--- config.mk ---
export PLATFORM = sky130hd
export DESIGN_NAME = sstf_disk_scheduler_top
export DESIGN_NICKNAME = d
export VERILOG_FILES = /design/src/sv/sstf_pkg.sv /design/src/sv/sstf_mem.sv /design/src/sv/sstf_cmp_unit.sv /design/src/sv/sstf_disk_scheduler_top.sv
export VERILOG_INCLUDE_DIRS = /design/src /design/src/sv
export SDC_FILE = /design/constraint.sdc
export NUM_CORES = 1
export LEC_CHECK = 0
export BUFFER_PORTS_ARGS = -buffer_cell sky130_fd_sc_hd__buf_2
export CAP_MARGIN = 10
export CORE_UTILIZATION = 68
export DETAILED_ROUTE_END_ITERATION = 7
export PLACE_DENSITY_LB_ADDON = 0.08
export SETUP_SLACK_MARGIN = 0.4
export SYNTH_ARGS = -nofsm -noshare
export SYNTH_HDL_FRONTEND = slang
export SYNTH_SLANG_ARGS = --single-unit
--- constraint.sdc ---
create_clock -name clk_i -period 9.55 [get_ports clk_i]
set_clock_uncertainty 0.15 [all_clocks]
set_input_delay 1.91 -clock clk_i [delete_from_list [all_inputs] [get_ports clk_i]]
set_output_delay 1.91 -clock clk_i [all_outputs]
set_load 0.05 [all_outputs]
--- src/sv/sstf_disk_scheduler_top_assert.svh ---
// assertion macros for the scheduler top level
`ifndef SSTF_DISK_SCHEDULER_TOP_ASSERT_SVH
`define SSTF_DISK_SCHEDULER_TOP_ASSERT_SVH

// same-cycle implication, checked outside reset
`define SSTF_ASSERT_NOW(label, ante, cons, msg) \
  label: assert property (@(posedge clk_i) disable iff (!rst_ni) (ante) |-> (cons)) \
    else $error(msg);

// next-cycle implication, checked outside reset
`define SSTF_ASSERT_NEXT(label, ante, cons, msg) \
  label: assert property (@(posedge clk_i) disable iff (!rst_ni) (ante) |=> (cons)) \
    else $error(msg);

`endif

--- src/sv/sstf_pkg.sv ---
`timescale 1ns / 1ps
`default_nettype none

package sstf_pkg;

  localparam int unsigned TRACK_W = 16;

  typedef logic [TRACK_W-1:0] track_t;

  typedef enum logic [2:0] {
    ST_IDLE,
    ST_INS_RD,
    ST_INS_CMP,
    ST_BATCH_INIT,
    ST_SCAN_RD,
    ST_SCAN_CMP,
    ST_SERVE_RD,
    ST_SERVE_CMP
  } state_e;

  // results of the shared compare and subtract unit
  typedef struct packed {
    logic   a_gt_ref;
    logic   b_lt_ref;
    logic   take_hi;
    track_t seek_len;
  } cmp_res_t;

endpackage

`default_nettype wire

--- src/sv/sstf_mem.sv ---
`timescale 1ns / 1ps
`default_nettype none

module sstf_mem #(
  parameter int unsigned AW = 5
) (
  input  wire logic            clk_i,
  input  wire logic            we_i,
  input  wire logic [AW-1:0]   waddr_i,
  input  wire sstf_pkg::track_t wdata_i,
  input  wire logic [AW-1:0]   raddr_a_i,
  input  wire logic [AW-1:0]   raddr_b_i,
  output sstf_pkg::track_t     rdata_a_o,
  output sstf_pkg::track_t     rdata_b_o
);

  localparam int unsigned DEPTH = 1 << AW;

  sstf_pkg::track_t mem_q [DEPTH];
  sstf_pkg::track_t rdata_a_q;
  sstf_pkg::track_t rdata_b_q;

  always_ff @(posedge clk_i) begin
    if (we_i) begin
      mem_q[waddr_i] <= wdata_i;
    end
    rdata_a_q <= mem_q[raddr_a_i];
    rdata_b_q <= mem_q[raddr_b_i];
  end

  assign rdata_a_o = rdata_a_q;
  assign rdata_b_o = rdata_b_q;

endmodule

`default_nettype wire

--- src/sv/sstf_cmp_unit.sv ---
`timescale 1ns / 1ps
`default_nettype none

module sstf_cmp_unit (
  input  wire sstf_pkg::track_t a_i,
  input  wire sstf_pkg::track_t b_i,
  input  wire sstf_pkg::track_t ref_i,
  input  wire logic        have_lo_i,
  input  wire logic        have_hi_i,
  output sstf_pkg::cmp_res_t res_o
);

  sstf_pkg::track_t dist_lo;
  sstf_pkg::track_t dist_hi;
  logic             take_hi;

  // while serving, the lower neighbour never lies above the head and the upper never below
  assign dist_lo = ref_i - a_i;
  assign dist_hi = b_i - ref_i;

  // ties go to the lower track
  assign take_hi = (have_lo_i && have_hi_i) ? (dist_hi < dist_lo) : have_hi_i;

  assign res_o.a_gt_ref = a_i > ref_i;
  assign res_o.b_lt_ref = b_i < ref_i;
  assign res_o.take_hi  = take_hi;
  assign res_o.seek_len = take_hi ? dist_hi : dist_lo;

endmodule

`default_nettype wire

--- src/sv/sstf_disk_scheduler_top.sv ---
// insertion: one memory read and compare per step, each larger entry shifted up a slot
// batch start: BATCH_INIT, then the head search reads and compares each stored request
// below the start track in turn (SCAN_RD, SCAN_CMP)
// each result: SERVE_RD reads the pair, SERVE_CMP compares and emits once output is free
// reset clears the counters, head, start track and output valid; the store is not cleared
`timescale 1ns / 1ps
`default_nettype none

module sstf_disk_scheduler_top #(
  parameter int unsigned MAX_REQUESTS = 32
) (
  input  wire logic        clk_i,
  input  wire logic        rst_ni,
  input  wire logic        cfg_we_i,
  input  wire logic [15:0] cfg_wdata_i,
  input  wire logic        in_valid_i,
  output logic             in_ready_o,
  input  wire logic [15:0] request_track_i,
  input  wire logic        last_request_i,
  output logic             out_valid_o,
  input  wire logic        out_ready_i,
  output logic [15:0]      next_track_o,
  output logic [15:0]      seek_distance_o,
  output logic             last_result_o
);

  localparam int unsigned AW = (MAX_REQUESTS > 1) ? $clog2(MAX_REQUESTS) : 1;
  localparam int unsigned CW = $clog2(MAX_REQUESTS + 1);
  localparam logic [CW-1:0] COUNT_MAX = CW'(MAX_REQUESTS);
  localparam logic [CW-1:0] ONE = CW'(1);

  sstf_pkg::state_e state_q, state_d;

  logic [CW-1:0] count_q, count_d;
  logic [CW-1:0] pos_q, pos_d;
  logic [CW-1:0] lo_q, lo_d;
  logic [CW-1:0] hi_q, hi_d;
  logic [CW-1:0] served_q, served_d;
  sstf_pkg::track_t head_q, head_d;
  sstf_pkg::track_t start_q;
  sstf_pkg::track_t trk_q, trk_d;
  logic             last_q, last_d;

  logic             out_valid_q, out_valid_d;
  sstf_pkg::track_t out_track_q, out_track_d;
  sstf_pkg::track_t out_dist_q, out_dist_d;
  logic             out_last_q, out_last_d;

  logic             mem_we;
  logic [AW-1:0]    mem_waddr;
  sstf_pkg::track_t mem_wdata;
  logic [CW-1:0]    raddr_a_full;
  sstf_pkg::track_t rdata_a;
  sstf_pkg::track_t rdata_b;

  sstf_pkg::track_t   cmp_ref;
  logic               have_lo;
  logic               have_hi;
  sstf_pkg::cmp_res_t cmp_res;
  logic               out_free;
  logic               done_ins;

  assign have_lo  = lo_q != '0;
  assign have_hi  = hi_q < count_q;
  assign out_free = !out_valid_q || out_ready_i;
  assign cmp_ref  = (state_q == sstf_pkg::ST_INS_CMP) ? trk_q : head_q;

  // port a looks one below the insert slot or one below the served run
  assign raddr_a_full = ((state_q == sstf_pkg::ST_INS_RD) || (state_q == sstf_pkg::ST_INS_CMP))
                        ? (pos_q - ONE) : (lo_q - ONE);

  sstf_mem #(
    .AW(AW)
  ) u_mem (
    .clk_i     (clk_i),
    .we_i      (mem_we),
    .waddr_i   (mem_waddr),
    .wdata_i   (mem_wdata),
    .raddr_a_i (raddr_a_full[AW-1:0]),
    .raddr_b_i (hi_q[AW-1:0]),
    .rdata_a_o (rdata_a),
    .rdata_b_o (rdata_b)
  );

  sstf_cmp_unit u_cmp (
    .a_i       (rdata_a),
    .b_i       (rdata_b),
    .ref_i     (cmp_ref),
    .have_lo_i (have_lo),
    .have_hi_i (have_hi),
    .res_o     (cmp_res)
  );

  // insertion finishes this cycle
  assign done_ins = ((state_q == sstf_pkg::ST_INS_RD) && (pos_q == '0)) ||
                    ((state_q == sstf_pkg::ST_INS_CMP) && !cmp_res.a_gt_ref);

  always_comb begin
    state_d = state_q;
    case (state_q)
      sstf_pkg::ST_IDLE: begin
        if (in_valid_i) begin
          if (count_q < COUNT_MAX) begin
            state_d = sstf_pkg::ST_INS_RD;
          end else if (last_request_i) begin
            state_d = sstf_pkg::ST_BATCH_INIT;
          end
        end
      end
      sstf_pkg::ST_INS_RD,
      sstf_pkg::ST_INS_CMP: begin
        if (done_ins) begin
          state_d = last_q ? sstf_pkg::ST_BATCH_INIT : sstf_pkg::ST_IDLE;
        end else if (state_q == sstf_pkg::ST_INS_RD) begin
          state_d = sstf_pkg::ST_INS_CMP;
        end else begin
          state_d = sstf_pkg::ST_INS_RD;
        end
      end
      sstf_pkg::ST_BATCH_INIT: state_d = sstf_pkg::ST_SCAN_RD;
      sstf_pkg::ST_SCAN_RD: begin
        state_d = (hi_q == count_q) ? sstf_pkg::ST_SERVE_RD : sstf_pkg::ST_SCAN_CMP;
      end
      sstf_pkg::ST_SCAN_CMP: begin
        state_d = cmp_res.b_lt_ref ? sstf_pkg::ST_SCAN_RD : sstf_pkg::ST_SERVE_RD;
      end
      sstf_pkg::ST_SERVE_RD: begin
        state_d = (served_q == count_q) ? sstf_pkg::ST_IDLE : sstf_pkg::ST_SERVE_CMP;
      end
      sstf_pkg::ST_SERVE_CMP: begin
        if (out_free) begin
          state_d = sstf_pkg::ST_SERVE_RD;
        end
      end
      default: state_d = sstf_pkg::ST_IDLE;
    endcase
  end

  always_comb begin
    count_d     = count_q;
    pos_d       = pos_q;
    lo_d        = lo_q;
    hi_d        = hi_q;
    served_d    = served_q;
    head_d      = head_q;
    trk_d       = trk_q;
    last_d      = last_q;
    out_track_d = out_track_q;
    out_dist_d  = out_dist_q;
    out_last_d  = out_last_q;
    out_valid_d = out_valid_q && !out_ready_i;
    mem_we      = 1'b0;
    mem_waddr   = pos_q[AW-1:0];
    mem_wdata   = trk_q;
    in_ready_o  = 1'b0;
    case (state_q)
      sstf_pkg::ST_IDLE: begin
        in_ready_o = 1'b1;
        if (in_valid_i) begin
          trk_d  = request_track_i;
          last_d = last_request_i;
          pos_d  = count_q;
        end
      end
      sstf_pkg::ST_INS_RD,
      sstf_pkg::ST_INS_CMP: begin
        if (done_ins) begin
          mem_we  = 1'b1;
          count_d = count_q + ONE;
        end else if (state_q == sstf_pkg::ST_INS_CMP) begin
          // move the larger entry up one slot
          mem_we    = 1'b1;
          mem_wdata = rdata_a;
          pos_d     = pos_q - ONE;
        end
      end
      sstf_pkg::ST_BATCH_INIT: begin
        head_d   = start_q;
        hi_d     = '0;
        served_d = '0;
      end
      sstf_pkg::ST_SCAN_RD: begin
        if (hi_q == count_q) begin
          lo_d = hi_q;
        end
      end
      sstf_pkg::ST_SCAN_CMP: begin
        if (cmp_res.b_lt_ref) begin
          hi_d = hi_q + ONE;
        end else begin
          lo_d = hi_q;
        end
      end
      sstf_pkg::ST_SERVE_RD: begin
        if (served_q == count_q) begin
          count_d = '0;
        end
      end
      sstf_pkg::ST_SERVE_CMP: begin
        if (out_free) begin
          out_valid_d = 1'b1;
          out_track_d = cmp_res.take_hi ? rdata_b : rdata_a;
          out_dist_d  = cmp_res.seek_len;
          out_last_d  = (served_q + ONE) == count_q;
          head_d      = cmp_res.take_hi ? rdata_b : rdata_a;
          served_d    = served_q + ONE;
          if (cmp_res.take_hi) begin
            hi_d = hi_q + ONE;
          end else begin
            lo_d = lo_q - ONE;
          end
        end
      end
      default: begin
      end
    endcase
  end

  always_ff @(posedge clk_i or negedge rst_ni) begin
    if (!rst_ni) begin
      state_q     <= sstf_pkg::ST_IDLE;
      count_q     <= '0;
      pos_q       <= '0;
      lo_q        <= '0;
      hi_q        <= '0;
      served_q    <= '0;
      head_q      <= '0;
      start_q     <= '0;
      last_q      <= 1'b0;
      out_valid_q <= 1'b0;
    end else begin
      state_q     <= state_d;
      count_q     <= count_d;
      pos_q       <= pos_d;
      lo_q        <= lo_d;
      hi_q        <= hi_d;
      served_q    <= served_d;
      head_q      <= head_d;
      last_q      <= last_d;
      out_valid_q <= out_valid_d;
      if (cfg_we_i) begin
        start_q <= cfg_wdata_i;
      end
    end
  end

  always_ff @(posedge clk_i) begin
    trk_q       <= trk_d;
    out_track_q <= out_track_d;
    out_dist_q  <= out_dist_d;
    out_last_q  <= out_last_d;
  end

  assign out_valid_o     = out_valid_q;
  assign next_track_o    = out_track_q;
  assign seek_distance_o = out_dist_q;
  assign last_result_o   = out_last_q;

  `include "sstf_disk_scheduler_top_assert.svh"

  `SSTF_ASSERT_NOW(a_count_in_range, 1'b1, count_q <= COUNT_MAX, "request count over capacity")
  `SSTF_ASSERT_NOW(a_run_ordered, (state_q == sstf_pkg::ST_SERVE_RD),
                   (lo_q <= hi_q) && (hi_q <= count_q), "served run out of order")
  `SSTF_ASSERT_NEXT(a_batch_clears, (state_q == sstf_pkg::ST_SERVE_RD) && (served_q == count_q),
                    (count_q == '0) && in_ready_o, "store not emptied after batch")

endmodule

`default_nettype wire

### Word level (Yosys, flattened, before mapping)

Memories as Yosys holds them, arrays and structs flattened. A register that Yosys moved wholly into a read port is not among the register bits.
Index checks and enable logic that the tools add are counted.

| word-level totals | value |
|---|---|
| register bits | 116 |
| memory bits (writable) | 512 |
| input bits | 38 |
| output and inout bits | 35 |
| logic and storage cells | 123 |
| memories | 1 |

Memories:

| name | words | bits a word | rd ports | clocked after memory_dff | wr ports | line | source |
|---|---|---|---|---|---|---|---|
| u_mem.mem_q | 32 | 16 | 2 | 2 | 1 | sstf_mem.sv:19 | `sstf_pkg::track_t mem_q [DEPTH];` |

| operators by class | value |
|---|---|
| add/subtract/negate cells | 7 |
| magnitude comparators | 5 |
| equal/unequal tests | 22 |
| muxes and demuxes | 47 |
| reduce and logical (&&, ||, !) cells | 27 |

Operators by type and width:

| operator | count |
|---|---|
| two-way mux 16 bit | 7 |
| two-way mux 6 bit | 13 |
| one-hot mux 6 bit (2 select lines) | 3 |
| one-hot mux 6 bit (3 select lines) | 2 |
| < comparator 16 bit | 2 |
| one-hot mux 16 bit (2 select lines) | 1 |
| subtractor 16 bit | 2 |
| one-hot mux 3 bit (7 select lines) | 1 |
| inequality test 2 bit (second input constant) | 10 |
| adder 6 x 1 -> 6 bit (second input constant) | 3 |
| == test 6 bit | 3 |
| greater-than comparator 16 bit | 1 |
| two-way mux 3 bit | 5 |
| == test 3 bit (second input constant) | 4 |
| subtractor 6 x 1 -> 6 bit (second input constant) | 2 |
| two-way mux 2 bit | 5 |
| two-way mux 1 bit | 9 |
| AND reduction 4 bit | 2 |
| == test 3 x 2 -> 1 bit (second input constant) | 2 |
| zero test 6 bit | 1 |
| < comparator 6 bit | 1 |
| < comparator 6 bit (second input constant) | 1 |
| AND reduction 2 bit | 3 |
| AND reduction 3 bit | 2 |
| other kinds (13) | 23 |

### Longest topological paths before layout

| logic depth | value |
|---|---|
| depth after elaboration | 10 |
| mapped depth | 29 |
| mapped depth without buffers | 23 |

### By module

Synthesis repeated with hierarchy kept, for this count alone.

| second synthesis, totals | value |
|---|---|
| cell total of the unflattened synthesis | 2,521 |
| area total of the unflattened synthesis | 33,374.5 µm² |

By module, submodules not included:

| module | instances | cells an instance | area each (µm²) | sequential area each (µm²) |
|---|---|---|---|---|
| sstf_mem | 1 | 1,728 | 25,431.9 | 16,015.4 |
| sstf_disk_scheduler_top | 1 | 491 | 5,786.8 | 3,148.0 |
| sstf_cmp_unit | 1 | 302 | 2,155.8 | 0.0 |

### Worst setup path before layout

OpenSTA, ideal clock, no wires.

| timing path | value |
|---|---|
| kind | flip-flop to flip-flop |
| from | register state_q[0] |
| to | register out_dist_q[1] (netlist: seek_distance_o[1]), data pin |
| setup time | 0.265 ns |
| arrival time | 5.773 ns |
| required time | 9.135 ns |
| path slack | 3.362 ns |
| stages on the path, launching flop included | 27 |
| clock period less this slack | 6.188 ns |
| cell sequence | dfrtp_1 buf_1 nor3b_2 clkbuf_1 nand2_1 nand2_1 inv_1 fa_1 a211oi_1 a211oi_1 o41a_1 o31ai_1 a21oi_1 o21bai_1 o31ai_1 xnor2_1 inv_1 ha_1 nand4_1 a211oi_1 a2111oi_0 and4_1 clkbuf_1 buf_2 buf_2 clkbuf_1 o21ai_0 |

RTL lines:

| what | line | source |
|---|---|---|
| from (decl) | sstf_disk_scheduler_top.sv:32 | `sstf_pkg::state_e state_q, state_d;` |
| from (signal assigned) | sstf_disk_scheduler_top.sv:221 | `state_q <= sstf_pkg::ST_IDLE;` |
| from (signal assigned) | sstf_disk_scheduler_top.sv:232 | `state_q <= state_d;` |
| to (signal assigned) | sstf_disk_scheduler_top.sv:250 | `out_dist_q <= out_dist_d;` |
| to (decl) | sstf_disk_scheduler_top.sv:46 | `sstf_pkg::track_t out_dist_q, out_dist_d;` |

### Final worst setup path

| timing path | value |
|---|---|
| from | register state_q[1] |
| to | register head_q[4] |

| between the ends | value |
|---|---|
| longest elaborated chain between the ends | 8 |

Ends and longest elaborated chain:

| what | line | source |
|---|---|---|
| == test 3 x 2 -> 1 bit | sstf_disk_scheduler_top.sv:66 | `assign cmp_ref = (state_q == sstf_pkg::ST_INS_CMP) ? trk_q : head_q;` |
| two-way mux 16 bit | sstf_disk_scheduler_top.sv:66 |  |
| subtractor 16 bit (on tied branches) | sstf_cmp_unit.sv:19, sstf_cmp_unit.sv:18 |  |
| < comparator 16 bit | sstf_cmp_unit.sv:22 | `assign take_hi = (have_lo_i && have_hi_i) ? (dist_hi < dist_lo) : have_hi_i;` |
| two-way mux 1 bit | sstf_cmp_unit.sv:22 |  |
| two-way mux 16 bit | sstf_disk_scheduler_top.sv:205 | `head_d = cmp_res.take_hi ? rdata_b : rdata_a;` |
| two-way mux 16 bit | sstf_disk_scheduler_top.sv:200 | `if (out_free) begin` |
| one-hot mux 16 bit (2 select lines) | sstf_disk_scheduler_top.sv:156 | `case (state_q)` |
| to (signal assigned) | sstf_disk_scheduler_top.sv:227 | `head_q <= '0;` |
| to (signal assigned) | sstf_disk_scheduler_top.sv:238 | `head_q <= head_d;` |
| to (decl) | sstf_disk_scheduler_top.sv:39 | `sstf_pkg::track_t head_q, head_d;` |

Parallel ways exist; a longest one is shown, timed or not. The select of a mux whose other input is x is not followed.
A chain may end at the register's enable or synchronous reset.

==> metrics.txt <==
WL met2=42180 um; Setup Viol. Count Final=0; fin. max-slew vios=0; Final Hold Viols=0; sequential-to-total area share from yosys stat=0.5914; CP cell instances=nor3b_2 -> buf_4 -> nand2_1 -> nand2_1 -> inv_1 -> fa_1 -> a211oi_1 -> a211oi_1 -> o41a_1 -> o31ai_1 -> a21oi_1 -> o21bai_1 -> o31ai_1 -> xnor2_1 -> inv_1 -> ha_1 -> nand4_1 -> a211oi_1 -> a2111oi_0 -> nand4_1 -> o21ai_0 -> o22ai_1 -> o21ai_0; Syn Area/Cell=16.14 um^2; antenna violations before repair=4; Met3 Routed Length=9385 um; met1 WL=30430 um; vias per cell=7.410; CP Capture Type=register; routed vias=around 20000; gr ovfl total=0; synth top area cells=edfxtp_1 52%, mux4_2 20%, dfrtp_1 5.2%, mux2_2 2.6%, ha_1 2.1%; Nets=~2200; f_max=~130 MHz; die height=220.3 um; Cells after Synth=2008; Post-synth ARST share=0.1015; slowest stage delay, CP=roughly 850 ps; clock latency on the worst-skew pair=620 ps; Pre-Repair DR Iteration Count=8; post-synthesis cell area=0.03240 mm^2; Cells after DPL=2606; Layout fillers=2579; synth unique cells=76; postcts setup bufs=0; Arr. time, crit path=7930 ps; fin crit period=roughly 7600 ps; Area Growth Syn to Fin=10.33%; TritonCTS clock tree=yes; hold slack=329.8 ps; measured slew at the worst slew-check pin=about 1200 ps; count leader, synth=edfxtp_1; Hold Crit Class=reg2reg; share of layout cells above drive strength 1=0.3005; Die Area=around 0.049 mm^2; hpwl dp=50540 um; CP Data Required Time=9910 ps; Total Wirelength=between 80000 and 90000 um; most used flip-flop cell after synthesis=edfxtp_1; cts hold-fix bufs=0; crit-path max FO=24; Num CTS Buffers=about 70; unrepaired setup endpoints after global routing=no; Remaining DRCs=12; Sink Count=660; All-Layer GR Usage=0.3670; leading area contributor after synthesis=edfxtp_1; H-Tree Depth=3; # port buffers=72; core area=0.04675 mm^2; clk slew on worst S/H paths=60 ps; Antenna Cells=0; Critical Path Source Type=register; type of the worst setup path=reg2reg; GPL Wtd Cong=0.9492; setup_tns=0 ps; DIE WIDTH=220.3 um; # Max-Cap Violations=0; largest net degree at the start of global routing=93; yosys warns=0; Worst path slowest cell=nand4_1; synth cell count leaders=561 x edfxtp_1, 288 x mux4_2, 135 x nand2_1, 93 x o21ai_0, 85 x clkbuf_1; final worst-path cycle share=0.7920; share of Yosys cell area claimed by the top area cell type=0.5199; number of global-route vias before repair=20286; DR iter-0 viols=2552; failing checks=DRC; Clock Tree Root=clkbuf_16; Top delay family on crit path=compound AO/OA/AOI/OAI gates; WL/cell=31.60 um; first-pass GRT wire length=127100 um; post-route insts no fill=2727; register bit total from synthesis=660; most used cell, CP=a211oi_1; Bufs and invs on worst path=3; syn nets=2103; ANT nets after route=0; PostCTS Resize Cnt=0; relative slew slack=0.2210; status=finished with violations; row cnt=79; Starting Density=0.6930; EDFF count, synth=roughly 560; Top Layer Used=met5; CTS max path bufs=3; number of I/O pins=73
tightest hold or removal path, cell delays in order (launching register included):
cell	delay (ps)
dfrtp_1	340
nand2_1	40
o21ai_0	60
cells by family (layout without fill, tap and decap cells):
logic type	Yosys count	after routing	share of synthesized area
buffers and inverters	193	305	0.02282
XOR/XNOR	52	52	0.01406
flip-flops	660	660	0.5914
adder cells (fa/ha/maj)	58	58	0.02278
multiplexers	421	421	0.2446
AO/OA/AOI/OAI	297	297	0.05781
AND/OR/NAND/NOR	327	327	0.04649
area by class of cell:
class / instances / area [um^2] / share of cell area
clock buffer: 94 / 1924 / 0.05383
inverter: 61 / 229.0 / 0.006405
multi-input combinational: 1155 / 12650 / 0.3538
tap: 607 / 759.5 / 0.02124
timing repair buffer: 124 / 785.8 / 0.02198
sequential: 660 / 19170 / 0.5363
clock inverter: 26 / 230.2 / 0.006440
state kept, by name (all words and copies together) (netlist names), 16 cells and up:
signal and count:
head_q 16, next_track_o 16, seek_distance_o 16, start_q 16, trk_q 16, u_mem.mem_q 512, u_mem.rdata_a_o 16, u_mem.rdata_b_o 16
path summary, 6_finish.rpt:
kind / start / cells past startpoint / slack [ps] / endpoint
worst max-delay path: state_q[1] / 23 / 1990 / head_q[4]
worst min-delay path: head_q[7] / 2 / 330 / head_q[7]
worst max register to register: state_q[1] / 23 / 1990 / head_q[4]
worst min register to register: head_q[7] / 2 / 330 / head_q[7]
max in group asynchronous: rst_ni / 1 / 7270 / hi_q[1]
min in group asynchronous: rst_ni / 1 / 1290 / hi_q[5]
per-layer routing:
layer | global-route usage | vias to the layer above
li1 | - | 8219
met1 | 0.4735 | 10247
met2 | 0.5960 | 1428
met3 | 0.08866 | 305
met4 | 0.1690 | 8
met5 | 0 | -
per-stage QoR:
stage	setup slack [ps]	utilization	area (um^2)
floorplan	3362	-	32400
global placement	2354	0.7180	33570
detailed placement	2153	0.7180	33570
CTS	2079	0.7641	35720
global route	1289	0.7647	35750
finish	1986	0.7647	35750
cells in the final DEF, fill, tap and decap left out, types with 10 or more instances in the layout:
cell type / n
clkbuf_1: 18
nand3_1: 24
a21oi_1: 66
mux4_2: 288
mux2_2: 74
clkinv_2: 10
dfxtp_1: 32
xor2_1: 18
o21ai_0: 92
mux2i_1: 46
mux2_1: 10
and3_1: 10
edfxtp_1: 561
ha_1: 55
nand2_1: 135
inv_1: 61
nor2_1: 53
dfrtp_1: 63
o22ai_1: 20
a21o_1: 21
xnor2_1: 34
o211ai_1: 22
nor2_2: 31
buf_4: 51
buf_2: 71
a31oi_1: 10
nor3_1: 13
clkbuf_16: 72
Power is left out: the tool's default activity adds up to more than one toggle a clock period on the data nets, which glitch-free logic cannot reach.
